===== src/rtl/frenet_to_cartesian_top_defines.svh =====
// assertion helpers for the rtl
`ifndef FRENET_TO_CARTESIAN_TOP_DEFINES_SVH
`define FRENET_TO_CARTESIAN_TOP_DEFINES_SVH

`ifndef SYNTHESIS
`define F2C_ASSERT(lbl, clk, rst_n, prop, msg) \
    lbl: assert property (@(posedge clk) disable iff (!rst_n) prop) else $error(msg);
`define F2C_ASSERT_NR(lbl, clk, prop, msg) \
    lbl: assert property (@(posedge clk) prop) else $error(msg);
`else
`define F2C_ASSERT(lbl, clk, rst_n, prop, msg)
`define F2C_ASSERT_NR(lbl, clk, prop, msg)
`endif

`endif


===== src/rtl/f2c_ram.sv =====
`default_nettype none
module f2c_ram #(
    parameter int WIDTH = 8,
    parameter int DEPTH = 32
) (
    input  wire                      i_clk,
    input  wire                      i_we,
    input  wire [$clog2(DEPTH)-1:0]  i_waddr,
    input  wire [WIDTH-1:0]          i_wdata,
    input  wire [$clog2(DEPTH)-1:0]  i_raddr,
    output logic [WIDTH-1:0]         o_rdata
);

    logic [WIDTH-1:0] r_mem [DEPTH];

    always_ff @(posedge i_clk) begin
        if (i_we) begin
            r_mem[i_waddr] <= i_wdata;
        end
        o_rdata <= r_mem[i_raddr];
    end

endmodule
`default_nettype wire


===== config.mk =====
export PLATFORM = sky130hd
export DESIGN_NAME = f2c_ram
export DESIGN_NICKNAME = d
export VERILOG_FILES = /design/src/rtl/frenet_to_cartesian_top_defines.svh /design/src/rtl/f2c_ram.sv
export SDC_FILE = /design/constraint.sdc
export NUM_CORES = 1
export LEC_CHECK = 0
export BUFFER_PORTS_ARGS = -buffer_cell sky130_fd_sc_hd__clkbuf_2
export CAP_MARGIN = 10
export CORE_ASPECT_RATIO = 1.4
export CORE_MARGIN = 5
export CORE_UTILIZATION = 30
export CTS_BUF_LIST = sky130_fd_sc_hd__clkbuf_2
export CTS_CLUSTER_SIZE = 8
export DETAILED_ROUTE_END_ITERATION = 6
export PLACE_DENSITY_LB_ADDON = 0.2
export SYNTH_ARGS = -nofsm -noshare
export SYNTH_HDL_FRONTEND = slang
export SYNTH_SLANG_ARGS = --single-unit

===== constraint.sdc =====
create_clock -name i_clk -period 2.6 [get_ports i_clk]
set_input_delay 0.26 -clock i_clk [delete_from_list [all_inputs] [get_ports i_clk]]
set_output_delay 0.26 -clock i_clk [all_outputs]
set_load 0.03 [all_outputs]

==> flow_metrics.py, run 1 <==
metrics = {
    "placed_design": {
        "globalplace.congestion": 0.736,
        "dpl.hpwl_um": 14900,
        "dp.cells": 907,
        "place.port_buffers": 27,
    },
    "layout": {
        "utilization_pct": 34.8,
        "nFillCells": 3168,
        "final_nets": 545,
        "final_cell_count_no_fill": 1015,
        "area_delta_synth_final_pct": 14.9,
        "drive_above_1_share_pct": 43.1,
    },
    "sta": {
        "slew_viol_final": 0,
        "worst_pin_slew_ns": 0.755,
        "fmax_mhz": 552,
        "rsz0062_at_grt": "no",
        "timing.slew.headroom_pct": 49.7,
        "fin_skew_ns": 0.0497,
        "finalSetupViolCount": 0,
        "hold_slack_ns": 0.105,
        "hold_viol": 0,
        "period_share_pct": 69.7,
        "tns_ns": 0,
        "post-route-min-period_ns": 1.81,
    },
    "routing": {
        "drt_iter0_drc": 306,
        "wl_um": 23000,
        "ant_nets": 0,
        "firstDrtPassIters": 4,
        "wire_per_inst_um": 22.7,
        "vias_per_cell": 4.61,
        "vias": 4677,
        "drc": 0,
    },
    "synthesis": {
        "syn_area_um2": 10100,
        "ys_types": 15,
        "synthTopCellsByArea": "edfxtp_1 76%, mux4_2 18%, dfxtp_1 1.6%",
        "synth_area_leader_cell": "edfxtp_1",
        "yosysSeqAreaShare_pct": 78.1,
        "synthTopCellsByCount": "256 x edfxtp_1, 80 x mux4_2, 33 x nor2_1",
        "syn-num-nets": 437,
        "netlist_instances": 417,
        "yosysTopAreaCellShare_pct": 76.5,
        "synth_ff_type": "edfxtp_1",
        "synth_edf_count": 256,
        "synth.most_common_cell": "edfxtp_1",
        "postSynthAreaPerCell_um2": 24.1,
        "synthArstFlopShare_pct": 0,
        "ys_warn_count": 0,
        "ys_seq_elements": 264,
    },
    "worst_setup_path": {
        "worstSetupStartpointType": "register",
        "cp-end-kind": "register",
        "reg2reg_to": "o_rdata[3]$_DFF_P_",
        "crit_arrival_ns": 2.56,
        "crit_type": "register to register",
        "r2r_start": "r_mem[26][3]$_DFFE_PP_",
        "r2r_setup_slack_ns": 0.79,
        "critPathMaxFanout": 2,
        "reg2reg_depth": 3,
        "worstPathRequired_ns": 3.35,
    },
    "global_route": {
        "grt_pass1_vias": 5153,
        "grt_pass1_wl_um": 34000,
        "globalRouteOverflowTotal": 0,
        "grt_usage_pct": 12.7,
        "antenna_found_initial": 1,
        "grt_max_degree": 65,
    },
    "cts": {
        "postCtsSetupRepairBufs": 0,
        "cts_root_buf": "clkbuf_2",
        "cts_resized": 0,
        "cts.path.max_buffers": 3,
        "clock_latency_ns": 0.85,
        "numCtsBuffers": 57,
        "cts_sinks": 264,
        "cts_tree": "built",
        "htree_levels": 2,
        "path_clk_slew_ns": 0.12,
    },
    "hold_path": {
        "hold_end": "r_mem[6][2]$_DFFE_PP_",
        "hold_depth": 1,
        "holdCritPathClass": "input port to register",
        "hold_path_startpoint": "i_wdata[2]",
    },
    "job": {
        "cap_violations": 0,
    },
    "floorplan": {
        "core_um2": 33200,
        "die_w_um": 165,
        "dieArea_um2": 37300,
        "rows": 79,
        "start_util_pct": 30.3,
        "die_h_um": 227,
        "pin_count": 28,
    },
    "power": {
        "p_leak_nw": 3.72,
        "power_density_nw_per_um2": 669,
        "vdd_ir_drop_max_v": 0.000232,
    },
    "status": {
        "status": "finished, final reports clean",
    },
}
## area by class of cell
class	instances	area [um^2]	share of cell area (%)
flip-flops and latches	264	7850	67.9
clock inverters	19	103	0.888
well taps	445	557	4.82
clock buffers	83	415	3.60
repair buffers	69	526	4.55
multi-input cells	133	2100	18.2
diodes	2	5.00	0.0433
## worst max-delay path by stage
| stage | to | slack [ns] | cells past startpoint | start |
|---|---|---|---|---|
| final | o_rdata[3]$_DFF_P_ | 0.79 | 3 | r_mem[26][3]$_DFFE_PP_ |
| after global routing | o_rdata[1] | 0.72 | 1 | o_rdata[1]$_DFF_P_ |
| after CTS | o_rdata[3] | 0.73 | 1 | o_rdata[3]$_DFF_P_ |
| after detailed placement | o_rdata[3]$_DFF_P_ | 0.31 | 5 | i_raddr[0] |
| after global placement | o_rdata[3]$_DFF_P_ | 0.32 | 5 | i_raddr[0] |
| after floorplan | o_rdata[0]$_DFF_P_ | 0.54 | 5 | i_raddr[2] |
## placed cells by master, fill, tap and decap left out
cell and count:
clkinv_1 13, inv_2 1, edfxtp_1 256, nand2_1 1, or3_1 1, dlygate4sd3_1 4, clkinv_2 4, nor2_1 33
bufinv_16 1, mux4_2 80, nand3b_1 5, or3b_2 3, clkbuf_2 109, mux2_2 8, buf_4 34, diode_2 2
nand3_1 2, buf_12 5, dfxtp_1 8
## report_power, final
group          switching, mW  internal [mW]  total (mW)
Clock                   1.52          0.956        2.48
Sequential            0.0254           4.73        4.75
Combinational          0.291          0.208       0.500
Total                   1.84           5.89        7.73
## worst max-delay path, stage by stage, from the launching register on
cell and delay [ns]:
edfxtp_1 0.39, mux4_2 0.49, mux4_2 0.56, mux2_2 0.29
## timing repair
| action | CTS | global route |
|---|---|---|
| hold buffers | 4 | 0 |
| hold endpoints to repair | 11 | 0 |
| setup endpoints to repair | 0 | 0 |
## through the flow
step	setup slack [ns]	power (mW)	instance area [um^2]
finish	0.788	7.73	11600
global placement	0.322	5.36	11000
CTS	0.726	7.88	11500
floorplan	0.538	5.12	10100
global route	0.723	8.10	11500
detailed placement	0.314	5.36	11000
## registers in the layout (all words and copies together) (netlist names)
signal   count
r_mem      256
o_rdata      8
## per-layer routing
metal	vias up	global-route usage, %	wire length, um
li1	2033	-	-
met2	124	22.1	12300
met1	2485	15.5	9080
met3	35	2.71	1120
met4	0	4.48	493
met5	-	0	0
## cells by family after synthesis
logic type | count (synthesis) | share of synthesized area (%)
buffers and inverters | 20 | 1.06
DFF | 264 | 78.1
muxes | 88 | 18.8
and+or+nand+nor | 45 | 2.07
No activity file was read; power rests on OpenSTA's default activity.
==> run 2, diff against run 1 <==
==> constraint.sdc (replaced) <==
create_clock -name i_clk -period 1.86 [get_ports i_clk]
set_input_delay 0.186 -clock i_clk [delete_from_list [all_inputs] [get_ports i_clk]]
set_output_delay 0.186 -clock i_clk [all_outputs]
set_load 0.03 [all_outputs]
==> flow_metrics.py, run 2 (synthesis gave the netlist of run 1 again) <==
metrics = {
    "worst_setup_path": {
        "crit_type": "register to register",
        "reg2reg_to": "o_rdata[6]$_DFF_P_",
        "reg2reg_depth": 3,
        "crit_arrival_ns": 2.57,
        "worstPathRequired_ns": 2.63,
        "cp-end-kind": "register",
        "cp_cell_sequence": "mux4_2 > mux4_2 > mux2_2",
        "cpLargestDelayFamily": "multiplexers",
        "path_common_cell": "mux4_2",
        "slowest_delay_ns": 0.52,
        "r2r_start": "r_mem[4][6]$_DFFE_PP_",
        "crit_slowest_cell": "mux4_2",
        "r2r_setup_slack_ns": 0.06,
        "path_buf_inv": 0,
        "critPathMaxFanout": 1,
        "worstSetupStartpointType": "register",
    },
    "hold_path": {
        "hold_path_startpoint": "i_wdata[4]",
        "holdCritPathClass": "input port to register",
        "hold_depth": 1,
        "hold_end": "r_mem[2][4]$_DFFE_PP_",
    },
    "sta": {
        "slew_viol_final": 0,
        "fin_skew_ns": 0.0745,
        "post-route-min-period_ns": 1.80,
        "rsz0062_at_grt": "no",
        "worst_slack_ns": 0.0571,
        "finalSetupViolCount": 0,
        "hold_slack_ns": 0.0877,
        "fmax_mhz": 555,
        "period_share_pct": 96.9,
        "timing.slew.headroom_pct": 48.8,
        "worst_pin_slew_ns": 0.768,
        "hold_viol": 0,
    },
    "floorplan": {
        "core_um2": 33200,
        "pin_count": 28,
        "die_w_um": 165,
        "dieArea_um2": 37300,
        "die_h_um": 227,
        "start_util_pct": 30.3,
        "rows": 79,
    },
    "cts": {
        "cts_root_buf": "clkbuf_2",
        "cts_tree": "built",
        "cts_sinks": 264,
        "path_clk_slew_ns": 0.12,
        "postCtsSetupRepairBufs": 0,
        "cts.path.max_buffers": 3,
        "htree_levels": 2,
        "numCtsBuffers": 58,
        "clock_latency_ns": 0.89,
    },
    "routing": {
        "firstDrtPassIters": 4,
        "drc": 0,
        "drt_iter0_drc": 243,
        "ant_nets": 0,
        "vias_per_cell": 4.56,
        "vias": 4736,
        "wire_per_inst_um": 21.5,
        "wl_um": 22300,
    },
    "placed_design": {
        "dpl.hpwl_um": 14600,
        "globalplace.congestion": 0.716,
        "place.port_buffers": 27,
        "place_ws_ns": -0.378,
    },
    "layout": {
        "drive_above_1_share_pct": 42.8,
        "area_delta_synth_final_pct": 16.8,
        "largest_reg_flops": 256,
        "final_cell_mix": "256 x edfxtp_1, 103 x clkbuf_2, 80 x mux4_2, 45 x buf_4, 33 x nor2_1",
        "reg_top3": "r_mem x256, o_rdata x8",
        "largest-register": "r_mem",
        "final_common_cell": "edfxtp_1",
        "nFillCells": 3175,
        "final_nets": 568,
    },
    "power": {
        "power_density_nw_per_um2": 911,
        "vdd_ir_drop_max_v": 0.000291,
        "p_leak_nw": 3.82,
    },
    "global_route": {
        "antenna_found_initial": 1,
        "grt_pass1_wl_um": 33900,
        "globalRouteOverflowTotal": 0,
        "grt_usage_pct": 12.5,
        "grt_pass1_vias": 5259,
        "grt_max_degree": 33,
    },
    "status": {
        "status": "finished, final reports clean",
    },
    "job": {
        "cap_violations": 0,
    },
}
==> run 2: final cells by class <==
class	count	area (um^2)	share of cell area [%]
sequential	264	7850	66.8
multi-input combinational	133	2110	17.9
timing repair buffer	91	728	6.20
tap	445	557	4.74
clock buffer	77	385	3.28
clock inverter	28	116	0.991
antenna	1	2.50	0.0213
==> run 2: metal layers <==
layer	up-vias	global-route usage, %	part of all wire, %
li1	2078	-	-
met1	2498	15.6	41
met2	124	21.4	52
met3	36	2.49	4.7
met4	0	4.94	2.4
met5	-	0	0
==> run 2: power breakdown <==
group          total [mW]  internal [mW]  switching, mW
Combinational       0.738          0.323          0.415
Clock                3.33           1.15           2.18
Sequential           6.63           6.61         0.0231
==> run 2: timing repair <==
action / 4_1_cts / 5_1_grt
hold endpoints to repair: 463 / 0
hold buffers: 14 / 0
resized for setup: 0 / 2
endpoints found under the setup margin: 0 / 2
==> run 2: worst max-delay path by stage <==
stage                     depth (start not counted)                   start  slack [ns]            endpoint
after detailed placement                          6              i_raddr[0]       -0.38  o_rdata[1]$_DFF_P_
after global routing                              3  r_mem[30][4]$_DFFE_PP_       0.006  o_rdata[4]$_DFF_P_
after floorplan                                   5              i_raddr[0]       0.004  o_rdata[0]$_DFF_P_
after global placement                            6              i_raddr[0]       -0.39  o_rdata[2]$_DFF_P_
final                                             3   r_mem[4][6]$_DFFE_PP_        0.06  o_rdata[6]$_DFF_P_
after CTS                                         3  r_mem[31][4]$_DFFE_PP_        0.04  o_rdata[4]$_DFF_P_
==> run 2: per-stage QoR <==
stage               cells  utilization, %  TNS (ns)  total power [mW]  instance area (um^2)
CTS                  1038            35.3         0              10.9                 11700
floorplan             417               -         0              7.16                 10100
global route         1039            35.4         0              11.2                 11700
global placement      919            33.4     -2.78              7.49                 11100
detailed placement    919            33.4     -2.77              7.50                 11100
finish               1039            35.4         0              10.7                 11700
==> run 3, diff against run 2 <==
--- a/config.mk
+++ b/config.mk
@@ -5,14 +5,13 @@
 export SDC_FILE = /design/constraint.sdc
 export NUM_CORES = 1
 export LEC_CHECK = 0
-export BUFFER_PORTS_ARGS = -buffer_cell sky130_fd_sc_hd__clkbuf_2
 export CAP_MARGIN = 10
 export CORE_ASPECT_RATIO = 1.4
 export CORE_MARGIN = 5
 export CORE_UTILIZATION = 30
 export CTS_BUF_LIST = sky130_fd_sc_hd__clkbuf_2
-export CTS_CLUSTER_SIZE = 8
 export DETAILED_ROUTE_END_ITERATION = 6
+export DONT_BUFFER_PORTS = 1
 export PLACE_DENSITY_LB_ADDON = 0.2
 export SYNTH_ARGS = -nofsm -noshare
 export SYNTH_HDL_FRONTEND = slang
==> flow_metrics.py, run 3 (synthesis gave the netlist of run 1 again) <==
metrics = {
    "global_route": {
        "grt_usage_pct": 12.9,
        "grt_pass1_wl_um": 34400,
        "grt_max_degree": 65,
        "antenna_found_initial": 1,
        "globalRouteOverflowTotal": 0,
        "grt_pass1_vias": 5055,
    },
    "floorplan": {
        "rows": 79,
        "pin_count": 28,
        "dieArea_um2": 37300,
        "die_h_um": 227,
        "core_um2": 33200,
        "start_util_pct": 30.3,
        "die_w_um": 165,
    },
    "placed_design": {
        "dp.cells": 874,
        "globalplace.congestion": 0.718,
        "dpl.hpwl_um": 13800,
        "place.port_buffers": 0,
        "place_ws_ns": 0.0325,
    },
    "sta": {
        "period_share_pct": 102,
        "fmax_mhz": 529,
        "worst_slack_ns": -0.0310,
        "worst_pin_slew_ns": 1.00,
        "post-route-min-period_ns": 1.89,
        "finalSetupViolCount": 8,
        "hold_slack_ns": -0.0951,
        "fin_skew_ns": 0.0351,
        "slew_viol_final": 0,
        "timing.slew.headroom_pct": 33.1,
        "hold_viol": 8,
        "rsz0062_at_grt": "yes",
    },
    "power": {
        "internal-power_mw": 8.13,
        "clock_power_share_pct": 31.8,
        "power_density_nw_per_um2": 914,
        "p_seq_share_pct": 62.7,
        "power_frac_comb_pct": 5.4,
        "p_sw_share_pct": 23.6,
        "finalPower_mw": 10.6,
        "vdd_ir_drop_max_v": 0.000319,
        "switchingPower_mw": 2.52,
        "p_leak_nw": 3.72,
    },
    "worst_setup_path": {
        "path_buf_inv": 4,
        "critPathMaxFanout": 8,
        "worstSetupStartpointType": "input port",
        "cpLargestDelayFamily": "buffers and inverters",
        "cp_cell_sequence": "dlygate4sd3_1 > nand3b_1 > dlygate4sd3_1 > nor2_1 > dlygate4sd3_1 > buf_4",
        "crit_type": "input port to register",
        "slowest_delay_ns": 0.69,
        "crit_arrival_ns": 2.45,
        "crit_slowest_cell": "dlygate4sd3_1",
        "cp-end-kind": "register",
        "worstPathRequired_ns": 2.42,
        "path_common_cell": "dlygate4sd3_1",
    },
    "layout": {
        "drive_above_1_share_pct": 39.1,
        "largest_reg_flops": 256,
        "largest-register": "r_mem",
        "final_common_cell": "edfxtp_1",
        "multi_input_area_um2": 2100,
        "nFillCells": 3168,
        "area_delta_synth_final_pct": 15.9,
        "reg_top3": "r_mem x256, o_rdata x8",
        "final_cell_mix": "256 x edfxtp_1, 85 x clkbuf_2, 80 x mux4_2, 33 x nor2_1, 32 x buf_4",
        "final_nets": 539,
        "final_cell_count_no_fill": 1011,
        "seqCellArea_um2": 7850,
    },
    "cts": {
        "cts.path.max_buffers": 3,
        "cts_root_buf": "clkbuf_2",
        "cts_sinks": 264,
        "numCtsBuffers": 58,
        "path_clk_slew_ns": 0.11,
        "cts_tree": "built",
        "hold_buffers": 30,
        "htree_levels": 2,
        "postCtsSetupRepairBufs": 0,
        "clock_latency_ns": 0.86,
    },
    "routing": {
        "drt_iter0_drc": 325,
        "firstDrtPassIters": 4,
        "ant_nets": 0,
        "vias": 4646,
        "wl_um": 23500,
        "wire_per_inst_um": 23.2,
        "vias_per_cell": 4.60,
        "drc": 0,
    },
    "status": {
        "status": "complete, but fails checks",
        "violations": "negative hold slack, negative setup slack",
    },
    "job": {
        "cap_violations": 0,
    },
    "hold_path": {
        "holdCritPathClass": "input port to register",
    },
}
[run 3: changes by cell type in the layout (fill, tap and decap cells not counted), moves of 2 or more]
| cell | change |
|---|---|
| clkbuf_2 | -18 |
| buf_4 | -13 |
| dlygate4sd3_1 | +6 |
| clkinv_2 | -5 |
| buf_12 | +3 |
| clkinv_1 | -2 |
[run 3: repair_timing]
item | in CTS | in global routing
gates resized for setup | 1 | 1
endpoints found under the hold margin | 520 | 8
pin swaps | 0 | 0
setup endpoints to repair | 3 | 8
[run 3: final timing paths]
| path | start | end | slack (ns) | depth (start not counted) |
|---|---|---|---|---|
| max | i_waddr[4] | r_mem[22][4]$_DFFE_PP_ | -0.03 | 6 |
| min | i_raddr[2] | o_rdata[7]$_DFF_P_ | -0.1 | 3 |
| max reg2reg | r_mem[7][0]$_DFFE_PP_ | o_rdata[0]$_DFF_P_ | 0.03 | 3 |
| min reg2reg | r_mem[24][0]$_DFFE_PP_ | o_rdata[0]$_DFF_P_ | 0.90 | 3 |
[run 3: per-layer routing]
layer	GRT usage, %	vias up	wire, um
met2	22.1	119	12300
li1	-	2028	-
met3	2.89	40	1080
met1	15.9	2459	9430
met4	4.97	0	643
met5	0	-	0
[run 3: cell type report]
type,instances,area share (%)
clock inverter,21,0.719
multi-input combinational,133,18.1
timing repair buffer,62,5.43
tap,445,4.78
antenna,1,0.0215
clock buffer,85,3.65
sequential,264,67.3
[run 3: through the flow]
stage               instance area (um^2)  setup TNS [ns]  utilization, %  hold WS, ns
floorplan                          10100               0               -        0.285
global placement                   10700               0            32.4        0.288
detailed placement                 10700               0            32.4        0.287
CTS                                11600         -0.0504            35.1       -0.237
global route                       11700         -0.0178            35.1       -0.219
finish                             11700          -0.211            35.1      -0.0951
[run 3: power by group through the flow]
stage / Sequential, mW / Combinational, mW / Clock, mW
4_1_cts: 6.69 / 0.596 / 3.58
3_5_place_dp: 6.82 / 0.378 / 0
6_report: 6.68 / 0.577 / 3.39
2_1_floorplan: 6.81 / 0.354 / 0
5_1_grt: 6.69 / 0.612 / 3.86
3_3_place_gp: 6.82 / 0.378 / 0
[run 3: worst reg2reg max path, delay by kind of cell (launching register included)]
kind | cells | cell delay, ns
flip-flops | 1 | 0.40
multiplexers | 3 | 1.32
